[config.mk]
export PLATFORM = sky130hd
export DESIGN_NAME = pwm_rpm_calibration_sweep_top
export DESIGN_NICKNAME = d
export VERILOG_FILES = /design/src/prcs_pkg.sv /design/src/pwm_rpm_calibration_sweep_top.sv
export SDC_FILE = /design/constraint.sdc
export NUM_CORES = 1
export LEC_CHECK = 0
export ABC_AREA = 1
export BUFFER_PORTS_ARGS = -buffer_cell sky130_fd_sc_hd__buf_2
export CAP_MARGIN = 25
export CORE_UTILIZATION = 56
export DETAILED_ROUTE_END_ITERATION = 10
export GPL_TIMING_DRIVEN = 0
export PLACE_DENSITY = 0.77
export SYNTH_ARGS = -nofsm -noshare
export SYNTH_HDL_FRONTEND = slang
export SYNTH_SLANG_ARGS = --single-unit
[constraint.sdc]
create_clock -name clk_i -period 4.3 [get_ports clk_i]
set_input_delay 0.43 -clock clk_i [delete_from_list [all_inputs] [get_ports clk_i]]
set_output_delay 0.43 -clock clk_i [all_outputs]
set_load 0.01 [all_outputs]
[src/prcs_pkg.sv]
// ----------------------------------------------------------------------------
// prcs_pkg
// Types and constants of the PWM to RPM calibration sweep block.
// ----------------------------------------------------------------------------
`default_nettype none

package prcs_pkg;

  // Sweep phase as reported in each result beat.
  typedef enum logic [1:0] {
    PH_IDLE   = 2'd0,
    PH_SETTLE = 2'd1,
    PH_SAMPLE = 2'd2,
    PH_DONE   = 2'd3
  } phase_e;

  // Action codes of an input beat; the fourth code is unused.
  localparam logic [1:0] ACT_UPDATE = 2'd0;
  localparam logic [1:0] ACT_START  = 2'd1;
  localparam logic [1:0] ACT_ABORT  = 2'd2;

  // Configuration port.
  localparam int unsigned CfgIdxW  = 3;
  localparam int unsigned CfgDataW = 16;

  localparam logic [CfgIdxW-1:0] CFG_PWM_START = 3'd0;
  localparam logic [CfgIdxW-1:0] CFG_PWM_END   = 3'd1;
  localparam logic [CfgIdxW-1:0] CFG_PWM_STEP  = 3'd2;
  localparam logic [CfgIdxW-1:0] CFG_SETTLE_MS = 3'd3;
  localparam logic [CfgIdxW-1:0] CFG_SAMPLE_MS = 3'd4;

  // Register values after reset.
  localparam logic [7:0]  RST_PWM_START = 8'd30;
  localparam logic [7:0]  RST_PWM_END   = 8'd255;
  localparam logic [7:0]  RST_PWM_STEP  = 8'd5;
  localparam logic [15:0] RST_SETTLE_MS = 16'd1500;
  localparam logic [15:0] RST_SAMPLE_MS = 16'd500;

  // Progress is given in percent.
  localparam logic [12:0] PctScale = 13'd100;

  // Shared restoring divider: operand width and steps per use.
  localparam int unsigned DivW    = 16;
  localparam int unsigned DivCntW = 5;
  localparam logic [DivCntW-1:0] AvgSteps  = 5'd16;
  localparam logic [DivCntW-1:0] TotSteps  = 5'd8;
  localparam logic [DivCntW-1:0] ProgSteps = 5'd13;

  // Sequencer states.
  typedef enum logic [2:0] {
    SEQ_IDLE = 3'd0,
    SEQ_EVAL = 3'd1,
    SEQ_AVG  = 3'd2,
    SEQ_SPAN = 3'd3,
    SEQ_TOT  = 3'd4,
    SEQ_PROG = 3'd5,
    SEQ_OUT  = 3'd6
  } seq_e;

  // Input beat.
  typedef struct packed {
    logic [1:0]  action;
    logic [31:0] time_ms;
    logic [15:0] measured_rpm;
  } cal_in_t;

  // Result beat.
  typedef struct packed {
    logic [1:0]  cal_phase;
    logic        running;
    logic        drive_valid;
    logic [7:0]  drive_pwm;
    logic        stop_after;
    logic        point_valid;
    logic [5:0]  point_index;
    logic [7:0]  point_pwm;
    logic [15:0] point_rpm;
    logic [12:0] progress_pct;
  } cal_out_t;

endpackage

`default_nettype wire

[src/pwm_rpm_calibration_sweep_top.sv]
// ----------------------------------------------------------------------------
// pwm_rpm_calibration_sweep_top
// Calibration sequencer that steps a PWM drive level, waits for the motor to
// settle, averages RPM samples and emits one table point per level while the table has room.
// ----------------------------------------------------------------------------
//
//   Channel | Direction | Handshake              | Payload
//   --------+-----------+------------------------+---------------------------
//   cfg     | in        | cfg_we_i               | cfg_idx_i, cfg_wdata_i
//   in      | in        | in_valid_i / in_ready_o | in_data_i  (cal_in_t)
//   out     | out       | out_valid_o / out_ready_i | out_data_o (cal_out_t)
//
// From acceptance, an input beat passes through the sequencer states in order: evaluate,
// average a stored point with samples on the shared restoring divider at one quotient
// bit a cycle, check the sweep range, divide for the step count, divide for the
// percentage and load the output register; each division is skipped when not needed.
// in_ready_o is high only while the sequencer is idle; a held result stalls the
// next beat in the output state until out_ready_i frees the register. Reset is async.
// ----------------------------------------------------------------------------
`default_nettype none

module pwm_rpm_calibration_sweep_top #(
  parameter int unsigned MAX_POINTS = 64
) (
  input  logic                                clk_i,
  input  logic                                rst_ni,
  input  logic                                cfg_we_i,
  input  logic [prcs_pkg::CfgIdxW-1:0]        cfg_idx_i,
  input  logic [prcs_pkg::CfgDataW-1:0]       cfg_wdata_i,
  input  logic                                in_valid_i,
  output logic                                in_ready_o,
  input  prcs_pkg::cal_in_t                   in_data_i,
  output logic                                out_valid_o,
  input  logic                                out_ready_i,
  output prcs_pkg::cal_out_t                  out_data_o
);

  localparam int unsigned PtsW = $clog2(MAX_POINTS + 1);
  localparam logic [PtsW-1:0] PtsMax = PtsW'(MAX_POINTS);

  // Configuration registers.
  logic [7:0]  pwm_start_q, pwm_end_q, pwm_step_q;
  logic [15:0] settle_ms_q, sample_ms_q;

  // Sweep state.
  prcs_pkg::phase_e phase_q, phase_d;
  logic [8:0]       level_q, level_d;
  logic [31:0]      pst_q, pst_d;
  logic [31:0]      rpm_sum_q, rpm_sum_d;
  logic [15:0]      smp_cnt_q, smp_cnt_d;
  logic [PtsW-1:0]  pts_q, pts_d;

  // Sequencer, captured input beat and result under construction.
  prcs_pkg::seq_e     seq_q, seq_d;
  prcs_pkg::cal_in_t  item_q;
  prcs_pkg::cal_out_t res_q, res_d;
  prcs_pkg::cal_out_t out_q;
  logic               out_valid_q, out_valid_d;

  // Shared divider registers.
  logic [prcs_pkg::DivW-1:0]    div_rem_q, div_rem_d;
  logic [prcs_pkg::DivW-1:0]    div_dvd_q, div_dvd_d;
  logic [prcs_pkg::DivW-1:0]    div_dvs_q, div_dvs_d;
  logic [prcs_pkg::DivCntW-1:0] div_cnt_q, div_cnt_d;

  // Evaluation results of the captured beat.
  prcs_pkg::phase_e   ev_phase;
  logic [8:0]         ev_level;
  logic [31:0]        ev_pst;
  logic [31:0]        ev_sum;
  logic [15:0]        ev_cnt;
  logic [PtsW-1:0]    ev_pts;
  prcs_pkg::cal_out_t ev_res;
  logic               ev_need_avg;

  logic [31:0] elapsed;
  logic [16:0] window;
  logic [8:0]  level_step;

  // Divider step and control.
  logic [prcs_pkg::DivW:0]   div_shift;
  logic                      div_ge;
  logic [prcs_pkg::DivW-1:0] div_rem_step, div_dvd_step;
  logic                      div_last;
  logic                      prog_ok;
  logic [7:0]                span;
  logic [12:0]               prog_num;
  logic                      out_load;

  // Configuration writes; indexes outside the list are ignored.
  always_ff @(posedge clk_i or negedge rst_ni) begin
    if (!rst_ni) begin
      pwm_start_q <= prcs_pkg::RST_PWM_START;
      pwm_end_q   <= prcs_pkg::RST_PWM_END;
      pwm_step_q  <= prcs_pkg::RST_PWM_STEP;
      settle_ms_q <= prcs_pkg::RST_SETTLE_MS;
      sample_ms_q <= prcs_pkg::RST_SAMPLE_MS;
    end else if (cfg_we_i) begin
      case (cfg_idx_i)
        prcs_pkg::CFG_PWM_START: pwm_start_q <= cfg_wdata_i[7:0];
        prcs_pkg::CFG_PWM_END:   pwm_end_q   <= cfg_wdata_i[7:0];
        prcs_pkg::CFG_PWM_STEP:  pwm_step_q  <= cfg_wdata_i[7:0];
        prcs_pkg::CFG_SETTLE_MS: settle_ms_q <= cfg_wdata_i;
        prcs_pkg::CFG_SAMPLE_MS: sample_ms_q <= cfg_wdata_i;
        default: ;
      endcase
    end
  end

  // State update for the captured beat.
  assign elapsed    = item_q.time_ms - pst_q;
  assign window     = {1'b0, settle_ms_q} + {1'b0, sample_ms_q};
  assign level_step = level_q + {1'b0, pwm_step_q};

  always_comb begin
    ev_phase    = phase_q;
    ev_level    = level_q;
    ev_pst      = pst_q;
    ev_sum      = rpm_sum_q;
    ev_cnt      = smp_cnt_q;
    ev_pts      = pts_q;
    ev_res      = '0;
    ev_need_avg = 1'b0;
    case (item_q.action)
      prcs_pkg::ACT_START: begin
        ev_phase = prcs_pkg::PH_SETTLE;
        ev_level = {1'b0, pwm_start_q};
        ev_pts   = '0;
        ev_pst   = item_q.time_ms;
        ev_sum   = '0;
        ev_cnt   = '0;
      end
      prcs_pkg::ACT_ABORT: begin
        ev_phase = prcs_pkg::PH_IDLE;
      end
      prcs_pkg::ACT_UPDATE: begin
        if (phase_q inside {prcs_pkg::PH_SETTLE, prcs_pkg::PH_SAMPLE}) begin
          ev_res.drive_valid = 1'b1;
          ev_res.drive_pwm   = level_q[7:0];
          if (phase_q == prcs_pkg::PH_SETTLE) begin
            if (elapsed >= 32'(settle_ms_q)) begin
              ev_phase = prcs_pkg::PH_SAMPLE;
              ev_sum   = '0;
              ev_cnt   = '0;
            end
          end else if (elapsed < 32'(window)) begin
            // Accumulate until the count saturates.
            if (smp_cnt_q != '1) begin
              ev_sum = rpm_sum_q + 32'(item_q.measured_rpm);
              ev_cnt = smp_cnt_q + 16'd1;
            end
          end else begin
            // Window closed: store the point unless the table is full, and step the level.
            if (pts_q < PtsMax) begin
              ev_res.point_valid = 1'b1;
              ev_res.point_index = 6'(pts_q);
              ev_res.point_pwm   = level_q[7:0];
              ev_pts             = pts_q + PtsW'(1);
              ev_need_avg        = (smp_cnt_q != '0);
            end
            ev_level = level_step;
            if (level_step > {1'b0, pwm_end_q}) begin
              ev_phase          = prcs_pkg::PH_DONE;
              ev_res.stop_after = 1'b1;
            end else begin
              ev_pst   = item_q.time_ms;
              ev_phase = prcs_pkg::PH_SETTLE;
            end
          end
        end
      end
      default: ;
    endcase
    ev_res.cal_phase = ev_phase;
    ev_res.running   = (ev_phase == prcs_pkg::PH_SETTLE) ||
                       (ev_phase == prcs_pkg::PH_SAMPLE);
  end

  // One restoring division step: one quotient bit per cycle.
  assign div_shift    = {div_rem_q, div_dvd_q[prcs_pkg::DivW-1]};
  assign div_ge       = (div_shift >= {1'b0, div_dvs_q});
  assign div_rem_step = div_ge ? prcs_pkg::DivW'(div_shift - {1'b0, div_dvs_q})
                               : div_shift[prcs_pkg::DivW-1:0];
  assign div_dvd_step = {div_dvd_q[prcs_pkg::DivW-2:0], div_ge};
  assign div_last     = (div_cnt_q == prcs_pkg::DivCntW'(1));

  // Progress needs a positive span and a nonzero step.
  assign prog_ok  = (pwm_step_q != '0) && (pwm_end_q > pwm_start_q);
  assign span     = pwm_end_q - pwm_start_q;
  assign prog_num = 13'(pts_q) * prcs_pkg::PctScale;

  // Sequencer next state.
  always_comb begin
    seq_d = seq_q;
    case (seq_q)
      prcs_pkg::SEQ_IDLE: if (in_valid_i) seq_d = prcs_pkg::SEQ_EVAL;
      prcs_pkg::SEQ_EVAL: seq_d = ev_need_avg ? prcs_pkg::SEQ_AVG : prcs_pkg::SEQ_SPAN;
      prcs_pkg::SEQ_AVG:  if (div_last) seq_d = prcs_pkg::SEQ_SPAN;
      prcs_pkg::SEQ_SPAN: seq_d = prog_ok ? prcs_pkg::SEQ_TOT : prcs_pkg::SEQ_OUT;
      prcs_pkg::SEQ_TOT: begin
        if (div_last) begin
          seq_d = (div_dvd_step[7:0] == '0) ? prcs_pkg::SEQ_OUT : prcs_pkg::SEQ_PROG;
        end
      end
      prcs_pkg::SEQ_PROG: if (div_last) seq_d = prcs_pkg::SEQ_OUT;
      prcs_pkg::SEQ_OUT:  if (!out_valid_q || out_ready_i) seq_d = prcs_pkg::SEQ_IDLE;
      default:            seq_d = prcs_pkg::SEQ_IDLE;
    endcase
  end

  // Sequencer outputs: handshake and output register control.
  always_comb begin
    in_ready_o  = (seq_q == prcs_pkg::SEQ_IDLE);
    out_load    = (seq_q == prcs_pkg::SEQ_OUT) && (!out_valid_q || out_ready_i);
    out_valid_d = out_valid_q;
    if (out_ready_i) begin
      out_valid_d = 1'b0;
    end
    if (out_load) begin
      out_valid_d = 1'b1;
    end
  end

  // Datapath: state commit, divider loads and steps, result assembly.
  always_comb begin
    phase_d   = phase_q;
    level_d   = level_q;
    pst_d     = pst_q;
    rpm_sum_d = rpm_sum_q;
    smp_cnt_d = smp_cnt_q;
    pts_d     = pts_q;
    res_d     = res_q;
    div_rem_d = div_rem_q;
    div_dvd_d = div_dvd_q;
    div_dvs_d = div_dvs_q;
    div_cnt_d = div_cnt_q;
    case (seq_q)
      prcs_pkg::SEQ_EVAL: begin
        phase_d   = ev_phase;
        level_d   = ev_level;
        pst_d     = ev_pst;
        rpm_sum_d = ev_sum;
        smp_cnt_d = ev_cnt;
        pts_d     = ev_pts;
        res_d     = ev_res;
        // The sum stays below count times 2^16, so the quotient fits 16 bits.
        div_rem_d = rpm_sum_q[31:16];
        div_dvd_d = rpm_sum_q[15:0];
        div_dvs_d = smp_cnt_q;
        div_cnt_d = prcs_pkg::AvgSteps;
      end
      prcs_pkg::SEQ_AVG: begin
        div_rem_d = div_rem_step;
        div_dvd_d = div_dvd_step;
        div_cnt_d = div_cnt_q - prcs_pkg::DivCntW'(1);
        if (div_last) begin
          res_d.point_rpm = div_dvd_step;
        end
      end
      prcs_pkg::SEQ_SPAN: begin
        // Total step count: span divided by the step.
        div_rem_d = '0;
        div_dvd_d = {span, 8'h00};
        div_dvs_d = {8'h00, pwm_step_q};
        div_cnt_d = prcs_pkg::TotSteps;
      end
      prcs_pkg::SEQ_TOT: begin
        div_rem_d = div_rem_step;
        div_dvd_d = div_dvd_step;
        div_cnt_d = div_cnt_q - prcs_pkg::DivCntW'(1);
        if (div_last) begin
          // Percent of points stored over the total step count.
          div_rem_d = '0;
          div_dvd_d = {prog_num, 3'b000};
          div_dvs_d = {8'h00, div_dvd_step[7:0]};
          div_cnt_d = prcs_pkg::ProgSteps;
        end
      end
      prcs_pkg::SEQ_PROG: begin
        div_rem_d = div_rem_step;
        div_dvd_d = div_dvd_step;
        div_cnt_d = div_cnt_q - prcs_pkg::DivCntW'(1);
        if (div_last) begin
          res_d.progress_pct = div_dvd_step[12:0];
        end
      end
      default: ;
    endcase
  end

  // Control and sweep state registers.
  always_ff @(posedge clk_i or negedge rst_ni) begin
    if (!rst_ni) begin
      seq_q       <= prcs_pkg::SEQ_IDLE;
      out_valid_q <= 1'b0;
      phase_q     <= prcs_pkg::PH_IDLE;
      level_q     <= '0;
      pst_q       <= '0;
      rpm_sum_q   <= '0;
      smp_cnt_q   <= '0;
      pts_q       <= '0;
      div_cnt_q   <= '0;
    end else begin
      seq_q       <= seq_d;
      out_valid_q <= out_valid_d;
      phase_q     <= phase_d;
      level_q     <= level_d;
      pst_q       <= pst_d;
      rpm_sum_q   <= rpm_sum_d;
      smp_cnt_q   <= smp_cnt_d;
      pts_q       <= pts_d;
      div_cnt_q   <= div_cnt_d;
    end
  end

  // Payload registers.
  always_ff @(posedge clk_i) begin
    if (in_valid_i && in_ready_o) begin
      item_q <= in_data_i;
    end
    if (out_load) begin
      out_q <= res_q;
    end
    res_q     <= res_d;
    div_rem_q <= div_rem_d;
    div_dvd_q <= div_dvd_d;
    div_dvs_q <= div_dvs_d;
  end

  assign out_valid_o = out_valid_q;
  assign out_data_o  = out_q;

endmodule

`default_nettype wire

Word-level counts from Yosys, hierarchy flattened
Index checks and enable logic that the tools add are counted.
{"block": "word_totals", "output_inout_bits": 59, "inputBits": 74, "ff_bits": 375}
{"block": "classes", "mux": 66, "multipliers": 1, "n_reduce_logical": 36, "bitwise": 3, "magnitude_cmp": 6, "n_eq_ne": 31, "add_sub_neg": 9}
{"operator": "two-way mux 32 bit", "n": 9}
{"operator": "two-way mux 16 bit", "n": 12}
{"operator": "case mux 16 bit (4 select lines)", "n": 2}
{"operator": "case mux 32 bit (2 select lines)", "n": 2}
{"operator": "case mux 16 bit (2 select lines)", "n": 2}
{"operator": "case mux 16 bit (3 select lines)", "n": 1}
{"operator": "adder 32 x 16 -> 32 bit", "n": 1}
{"operator": "greater-or-equal comparator 32 x 16 -> 1 bit", "n": 1}
{"operator": "less-than comparator 32 x 17 -> 1 bit", "n": 1}
{"operator": "subtractor 32 bit", "n": 1}
{"operator": "two-way mux 7 bit", "n": 4}
{"operator": "two-way mux 9 bit", "n": 3}
{"operator": "case mux 13 bit (2 select lines)", "n": 1}
{"operator": "two-way mux 25 bit", "n": 1}
{"operator": "case mux 3 bit (7 select lines)", "n": 1}
{"operator": "case mux 5 bit (4 select lines)", "n": 1}
{"operator": "!= test 2 bit, second input constant", "n": 9}
{"operator": "case mux 9 bit (2 select lines)", "n": 1}
{"operator": "AND reduction 2 bit", "n": 9}
{"operator": "AND reduction 6 bit", "n": 3}
{"operator": "adder 16 x 16 -> 17 bit", "n": 1}
{"operator": "greater-or-equal comparator 17 x 16 -> 1 bit", "n": 1}
{"operator": "adder 16 x 1 -> 16 bit, second input constant", "n": 1}
{"operator": "!= test 16 bit, second input constant", "n": 1}
{"operator": "41 further kinds", "n": 83}

Depth between registers and ports, before layout
Gate-level depths: netlist (run 1).
{"block": "depth", "word_depth": 9, "depth_mapped": 27, "mapped_depth_nobuf": 27}

Worst setup path after synthesis (run 1)
OpenSTA, ideal clock, no wires.
{"block": "synth_timing", "kind": "register to register", "from": "register seq_q[1]", "to": "register item_q[0] (netlist bit), enable pin", "arrival_ns": 3.997, "required_time_ns": 3.781, "path_stages_with_launch": 4, "setup_ns": 0.519, "slack_ns": -0.216, "cell_sequence": "dfrtp_1 -> nor2_1 -> inv_1 -> nor3_1"}
{"block": "synth_between", "elab_chain_len": 2}
{"element": "start, declared", "line": "pwm_rpm_calibration_sweep_top.sv:54", "text": "prcs_pkg::seq_e seq_q, seq_d;"}
{"element": "start signal, assigned", "line": "pwm_rpm_calibration_sweep_top.sv:294", "text": "seq_q <= prcs_pkg::SEQ_IDLE;"}
{"element": "start signal, assigned", "line": "pwm_rpm_calibration_sweep_top.sv:304", "text": "seq_q <= seq_d;"}
{"element": "logical NOT 3 bit", "line": "pwm_rpm_calibration_sweep_top.sv:213", "text": "in_ready_o = (seq_q == prcs_pkg::SEQ_IDLE);"}
{"element": "logical AND 1 bit", "line": "pwm_rpm_calibration_sweep_top.sv:318", "text": "if (in_valid_i && in_ready_o) begin"}
{"element": "end signal, assigned", "line": "pwm_rpm_calibration_sweep_top.sv:319", "text": "item_q <= in_data_i;"}
{"element": "end, declared", "line": "pwm_rpm_calibration_sweep_top.sv:55", "text": "prcs_pkg::cal_in_t item_q;"}
Every way passes these cells.
A chain may end at the register's enable or synchronous reset.

Final worst setup path (run 1)
{"block": "layout_timing", "from": "register settle_ms_q[4]", "to": "register pst_q[10]"}
{"block": "layout_between", "elab_chain_len": 4}
{"element": "start, declared", "line": "pwm_rpm_calibration_sweep_top.sv:43", "text": "logic [15:0] settle_ms_q, sample_ms_q;"}
{"element": "start signal, assigned", "line": "pwm_rpm_calibration_sweep_top.sv:96", "text": "settle_ms_q <= prcs_pkg::RST_SETTLE_MS;"}
{"element": "start signal, assigned", "line": "pwm_rpm_calibration_sweep_top.sv:103", "text": "prcs_pkg::CFG_SETTLE_MS: settle_ms_q <= cfg_wdata_i;"}
{"element": "adder 16 x 16 -> 17 bit", "line": "pwm_rpm_calibration_sweep_top.sv:112", "text": "assign window = {1'b0, settle_ms_q} + {1'b0, sample_ms_q};"}
{"element": "less-than comparator 32 x 17 -> 1 bit", "line": "pwm_rpm_calibration_sweep_top.sv:146", "text": "end else if (elapsed < 32'(window)) begin"}
{"element": "!= test 2 bit (no line)"}
{"element": "AND reduction 6 bit (no line)"}
{"element": "end signal, assigned", "line": "pwm_rpm_calibration_sweep_top.sv:308", "text": "pst_q <= pst_d;"}
{"element": "end, declared", "line": "pwm_rpm_calibration_sweep_top.sv:48", "text": "logic [31:0] pst_q, pst_d;"}
Every way passes these cells.

==> metrics, run 1 <==
worst-skew pair later-pin latency=just under 0.6 ns; GPL Wtd Cong=0.977; GRT overflow=0; Placed Instances=3,214; Starting Density=between 50 and 60%; Max transition margin=between 30% and 40%; HP Class=in2reg; Max VDD drop=around 0.00052 V; DRC viols=0; CP Buf/Inv Count=4; CP Max Fanout=5; first-pass GRT wire length=approximately 90,000 um; diode count=0; Overall Power=roughly 19 mW; Async S/R FF share, synth=43.5%; most frequent cells in the layout=nand2_1, inv_1, nor2_1, edfxtp_1, o21ai_0; largest net degree at the start of global routing=112; Num CTS Buffers=40; setup violators final=0; Adder-Cell Fraction of Synth Area=between 10% and 20%; Port Buffers=~130; Setup Skew=between 0.02 and 0.03 ns; cell family contributing the most delay on the critical path=simple AND/OR/NAND/NOR gates; slowest stage delay, CP=0.58 ns; CP startpoint kind=register; vias in the first global route=about 18,000; total global-route track usage=29.3%; Nets=between 3,000 and 4,000; xor/xnor cell area share of the yosys netlist=between 2 and 3%; Top Ports=133; post-synthesis register bit count=approximately 380; Pwr Density=between 700 and 800 nW/um2; register area share after synthesis=47.7%; Worst Setup End Kind=register; final wirelength=approximately 58,000 um; synth top area cells=edfxtp_1, dfrtp_1, nand2_1, ha_1, inv_1; clock root cell=clkbuf_16; Max-cap violations=0; WS Path Type=reg2reg; commonest non-fill, non-tap cell in the layout=nand2_1; Filler cells=about 3,100; FF-to-FF Start=settle_ms_q[4]; post-synth top area cell=edfxtp_1; Clock transition at path regs=0.06 ns; Synth Area in Compound Gates=11.6%; main combinational cell family by area after synthesis=simple AND/OR/NAND/NOR gates; via count=around 18,000; final setup TNS=0 ns; fmax=around 0.24 GHz; initial drt markers=roughly 1,300; die height=roughly 200 um; status=finished clean; Pre-Repair DR Iteration Count=8; post-route ant nets=0; post-synth net total=between 2,000 and 3,000; post-layout min period=~4.2 ns; pre-CTS WS=-0.308 ns; Worst-Margin Slew=between 0.9 and 1 ns; P&R area growth vs syn=16.0%; initial antenna violation count=0; Unique masters post-synth=just over 50; CP startpoint=settle_ms_q[4]; Mapped Cells=~2,600; Crit-path slowest cell=dfstp_2; Arr. time, crit path=roughly 4.7 ns; Synth top area share=around 29%; Avg Cell Area, Syn=8.59 um2; # clock sinks=between 300 and 400; Post-DP HPWL=43,400 um; post-synthesis mux area share=0%; DR vias/cell=about 5.5; Critical Path Most Common Cell=nand2_1; EDFF count, synth=roughly 210; routed len/inst=17.4 um; YS warnings=0; RSZ-0062 raised after global routing=yes; worst hold slack=about 0.03 ns; Longest Clk Path Bufs=3; CTS tree=yes; part of the cycle the worst path needs=between 90% and 100%; Layout Cells excl Fill=~3,300; Final Max Tran Viols=0; Die W=approximately 200 um; Synth Cell Area=22,000 um2; Data required, critical path=4.79 ns; Primary FF master, synth=edfxtp_1; core area=38,600 um2; static leakage=11.8 nW; standard-cell rows=72; Post-Synth Simple-Gate Area=about a fifth; hold path start=in_data_i[32]; final setup margin=~0.095 ns; share of layout cells above drive strength 1=13.8%; Final Hold Vio Count=0; H-tree Lvls=2; die area=approximately 40,000 um2
## cells by family after synthesis
group                      after synthesis
and+or+nand+nor                       1031
adders and majority gates              171
DFF                                    375
AOI/OAI and AO/OA                      434
buffers and inverters                  472
xor gates and xnor gates                74
## area by class of cell
cell class	count	area, um2	area share [%]
clock inverter	21	275	1.08
timing repair buffer	166	1120	4.38
sequential	375	10500	41.1
buffer	51	323	1.27
inverter	421	1590	6.23
multi-input combinational	1710	9980	39.2
clock buffer	51	1070	4.21
tap	518	648	2.54
## synth_stat cells, types with 4 or more instances
| library cell | number |
|---|---|
| a211oi_1 | 5 |
| a21boi_0 | 4 |
| a21o_1 | 6 |
| a21oi_1 | 117 |
| a21oi_2 | 26 |
| a31oi_1 | 11 |
| buf_2 | 6 |
| buf_6 | 8 |
| clkbuf_1 | 34 |
| clkinv_1 | 5 |
| dfrtp_1 | 136 |
| dfstp_2 | 27 |
| edfxtp_1 | 212 |
| fa_1 | 8 |
| ha_1 | 163 |
| inv_1 | 414 |
| nand2_1 | 583 |
| nand2_2 | 6 |
| nand3_1 | 82 |
| nand3b_1 | 5 |
| nand4_1 | 35 |
| nor2_1 | 256 |
| nor3_1 | 34 |
| nor4_1 | 14 |
| o2111ai_1 | 4 |
| o211ai_1 | 11 |
| o21ai_0 | 181 |
| o21ai_1 | 19 |
| o21bai_1 | 6 |
| o221ai_1 | 8 |
| o22ai_1 | 7 |
| o31ai_1 | 10 |
| o31ai_2 | 8 |
| xnor2_1 | 18 |
| xor2_1 | 56 |
## per-layer routing
metal  vias to the layer above  track usage (%)  share of wire (%)
met5                         -                0                  0
met4                         0             13.8                4.4
met3                       156             3.95                5.7
met2                       625             50.9                 49
met1                      8511             36.3                 41
li1                       8879                -                  -
## per-stage QoR
step,instance area [um2],utilization (%)
floorplan,22000,-
global placement,23300,60.2
detailed placement,23500,60.7
CTS,24900,64.5
global route,25500,65.9
finish,25500,65.9
## state kept, by name, indices dropped and copies added (netlist names), 8 cells and up
register	flops
smp_cnt_q	16
div_rem_q	16
pwm_end_q	8
pwm_start_q	8
settle_ms_q	16
pst_q	32
out_data_o	57
level_q	9
item_q	50
res_q	57
pwm_step_q	8
sample_ms_q	16
div_dvd_q	16
rpm_sum_q	32
div_dvs_q	16
## where the power goes
group / leakage [nW] / internal, mW / switching [mW]
clock network: 0.652 / 2.14 / 1.48
logic: 7.11 / 3.28 / 6.09
registers: 4.03 / 5.20 / 0.571
## worst reg2reg max path, cell delays in order (launching register included)
cell and delay [ns]:
dfstp_2 0.58, ha_4 0.15, inv_1 0.09, nor4_4 0.23, nand2_1 0.11, nand2_1 0.11
nand2_2 0.09, a31oi_4 0.17, a21boi_2 0.09, o21ai_2 0.15, nand2_1 0.07, nand2_1 0.08
a21oi_2 0.06, xor2_1 0.18, ha_1 0.35, a21oi_2 0.14, o21ai_1 0.07, a41oi_1 0.16
nand2_1 0.08, nand2_2 0.11, nand4_1 0.16, nand2_2 0.18, clkinv_4 0.08, o21ai_4 0.14
buf_12 0.19, clkbuf_16 0.16, nor2_4 0.04, a21oi_2 0.11
## final timing paths
check / to / slack (ns) / cells after the start
max: pst_q[10] / 0.1 / 27
min in group asynchronous: rpm_sum_q[29] / 0.38 / 2
min: item_q[32] / 0.03 / 1
min reg2reg: out_data_o[55] / 0.41 / 0
max reg2reg: pst_q[10] / 0.1 / 27
max in group asynchronous: pts_q[5] / 2.94 / 3
## what timing repair did
item / 4_1_cts / 5_1_grt
endpoints found under the hold margin: 52 / 0
setup endpoints to repair: 109 / 115
buffers inserted: 4 / 19
gates cloned: 2 / 1
pin swaps: 0 / 15
gates resized for setup: 10 / 94
hold buffers: 1 / 0
(Power assumes the default switching activity.)
==> inputs of run 2 (changes only) <==
--- a/config.mk
+++ b/config.mk
@@ -8,6 +8,7 @@
 export ABC_AREA = 1
 export BUFFER_PORTS_ARGS = -buffer_cell sky130_fd_sc_hd__buf_2
 export CAP_MARGIN = 25
+export CORE_ASPECT_RATIO = 0.6
 export CORE_UTILIZATION = 56
 export DETAILED_ROUTE_END_ITERATION = 10
 export GPL_TIMING_DRIVEN = 0
==> run 2 against run 1 <==
The run now ends with setup timing left; wire length up 10%; critical endpoint is now rpm_sum_q[7]; worst hold slack better by 0.012 ns; critical path type unchanged; global-route usage rose by 2.1 points; clock skew is 0.00093 ns higher; highest routed layer unchanged; die area is essentially flat; largest power group unchanged.
==> metrics, run 2 (synthesized netlist as in run 1, its figures left out) <==
die area=40,000 um2 (about the same); FF-to-FF setup slack=-0.05 ns (-0.14 ns); status=finished, violations left; Num CTS Buffers=36 (-10%); multi-input logic area=10,300 um2 (+2.9%); Filler cells=3,010 (-3.8%); slowest stage delay, CP=0.45 ns (-0.13 ns); failing checks=setup timing; share of layout cells above drive strength 1=15.1% (+1.3 points); Pwr Density=765 nW/um2 (+3.9%); via count=18,779 (+3.3%); initial drt markers=2,402 (+79%); WS Path Type=reg2reg; register area=10,500 um2 (unchanged); vias in the first global route=16,913 (-4.1%); Max transition margin=34.6% (-3.6 points); Worst-Margin Slew=0.981 ns (+0.0559 ns); initial antenna violation count=1 (+1); worst-skew pair later-pin latency=0.56 ns (-0.02 ns); diode count=0 (unchanged); clock root cell=clkbuf_16; fmax=0.230 GHz (-3.3%); first-pass GRT wire length=95,900 um (+6.1%); Overall Power=19.7 mW (+5.0%); Crit-path slowest cell=dfrtp_1; H-tree Lvls=2 (unchanged); Top Ports=133 (unchanged); Starting Density=57.5% (+0.68 points); Max VDD drop=0.000419 V (-19%); Nets=3,006 (-0.13%); # clock sinks=375 (unchanged); Port Buffers=132 (unchanged); Max-cap violations=0 (unchanged); post-route ant nets=0 (unchanged); part of the cycle the worst path needs=101% (+3.3 points); standard-cell rows=55 (-24%); total global-route track usage=31.4% (+2.1 points); GRT overflow=0 (unchanged); Final Max Tran Viols=0 (unchanged); commonest non-fill, non-tap cell in the layout=nand2_1; HP Class=in2reg; DRC viols=0 (unchanged); final setup margin=-0.0485 ns (-0.144 ns); post-layout min period=4.35 ns (+0.144 ns); largest net degree at the start of global routing=107 (-4.5%); CP startpoint kind=register; Die W=258 um (+29%); setup violators final=26 (+26); Pre-Repair DR Iteration Count=6 (-2); Worst Setup End Kind=register; Data required, critical path=4.75 ns (-0.04 ns); Setup Skew=0.0270 ns (+0.000925 ns); routed len/inst=19.3 um (+11%); CTS tree=yes; static leakage=11.8 nW (+0.34%); final wirelength=63,700 um (+10%); Final Util=67.4% (+1.5 points); Post-DP HPWL=48,700 um (+12%); DR vias/cell=5.69 (+3.7%); RSZ-0062 raised after global routing=yes; Clock transition at path regs=0.07 ns (about the same); Critical Path Most Common Cell=nand2_2; die height=155 um (-22%); Longest Clk Path Bufs=3 (unchanged); most frequent cells in the layout=nand2_1, inv_1, nor2_1, edfxtp_1, o21ai_0; CP Max Fanout=10 (+5); core area=38,200 um2 (-1.2%); Arr. time, crit path=4.80 ns (+0.10 ns); P&R area growth vs syn=17.2%; GPL Wtd Cong=1.01 (+3.5%); Final Hold Vio Count=0 (unchanged)
run 2: per-layer routing:
layer | vias up | track usage [%] | part of all wire, %
met3 | 70 | 11.4 | 15
met5 | - | 0 | 0
met1 | 8854 | 49.9 | 46
li1 | 8853 | - | -
met4 | 0 | 5.21 | 1.3
met2 | 1002 | 40.4 | 38
run 2: worst paths after layout:
kind	startpoint	endpoint	cells after the start
worst min-delay path	in_data_i[41]	item_q[41]	1
worst min register to register	res_q[6]	out_data_o[6]	0
worst max-delay path	settle_ms_q[5]	rpm_sum_q[7]	25
max in group asynchronous	rst_ni	pst_q[13]	3
min in group asynchronous	rst_ni	settle_ms_q[12]	2
worst max register to register	settle_ms_q[5]	rpm_sum_q[7]	25
run 2: timing repair:
item / CTS / global route
hold buffers: 1 / 0
resized for setup: 39 / 143
pin swaps: 7 / 22
endpoints found under the hold margin: 42 / 0
setup buffers: 6 / 12
setup endpoints to repair: 116 / 115
cloned: 5 / 2
run 2: final cells by class:
cell class | instances | area share, %
Clock buffer | 47 | 3.98
Tap cell | 513 | 2.49
Multi-Input combinational cell | 1711 | 39.9
Inverter | 421 | 6.17
Sequential cell | 375 | 40.7
Buffer | 51 | 1.38
Clock inverter | 19 | 1.02
Timing Repair Buffer | 165 | 4.41
run 2: where the power goes:
part / switching [mW] / internal, mW / total (mW)
combinational: 6.90 / 3.48 / 10.4
clock: 1.46 / 2.02 / 3.48
sequential: 0.640 / 5.20 / 5.84
run 2: stage by stage:
step / TNS [ns] / hold slack (ns) / instances / worst slack, ns / area, um2
detailed placement: -47.28 / 0.382 / 3210 / -0.542 / 23500
finish: -0.502 / 0.0419 / 3302 / -0.0485 / 25800
global placement: -28.90 / 0.404 / 3202 / -0.455 / 23300
CTS: 0 / 0.0283 / 3288 / 0.0116 / 25100
global route: -14.64 / 0.0304 / 3302 / -0.203 / 25800
floorplan: 0 / 0.134 / 2557 / 0.503 / 22000
run 2: worst max-delay path, delay by kind of cell, from the launching register on:
family	cells	cell delay, ns
compound gates	9	1.37
xor+xnor	1	0.15
fa+ha+maj	2	0.65
buf+inv	3	0.45
flops	1	0.45
simple gates	10	1.15
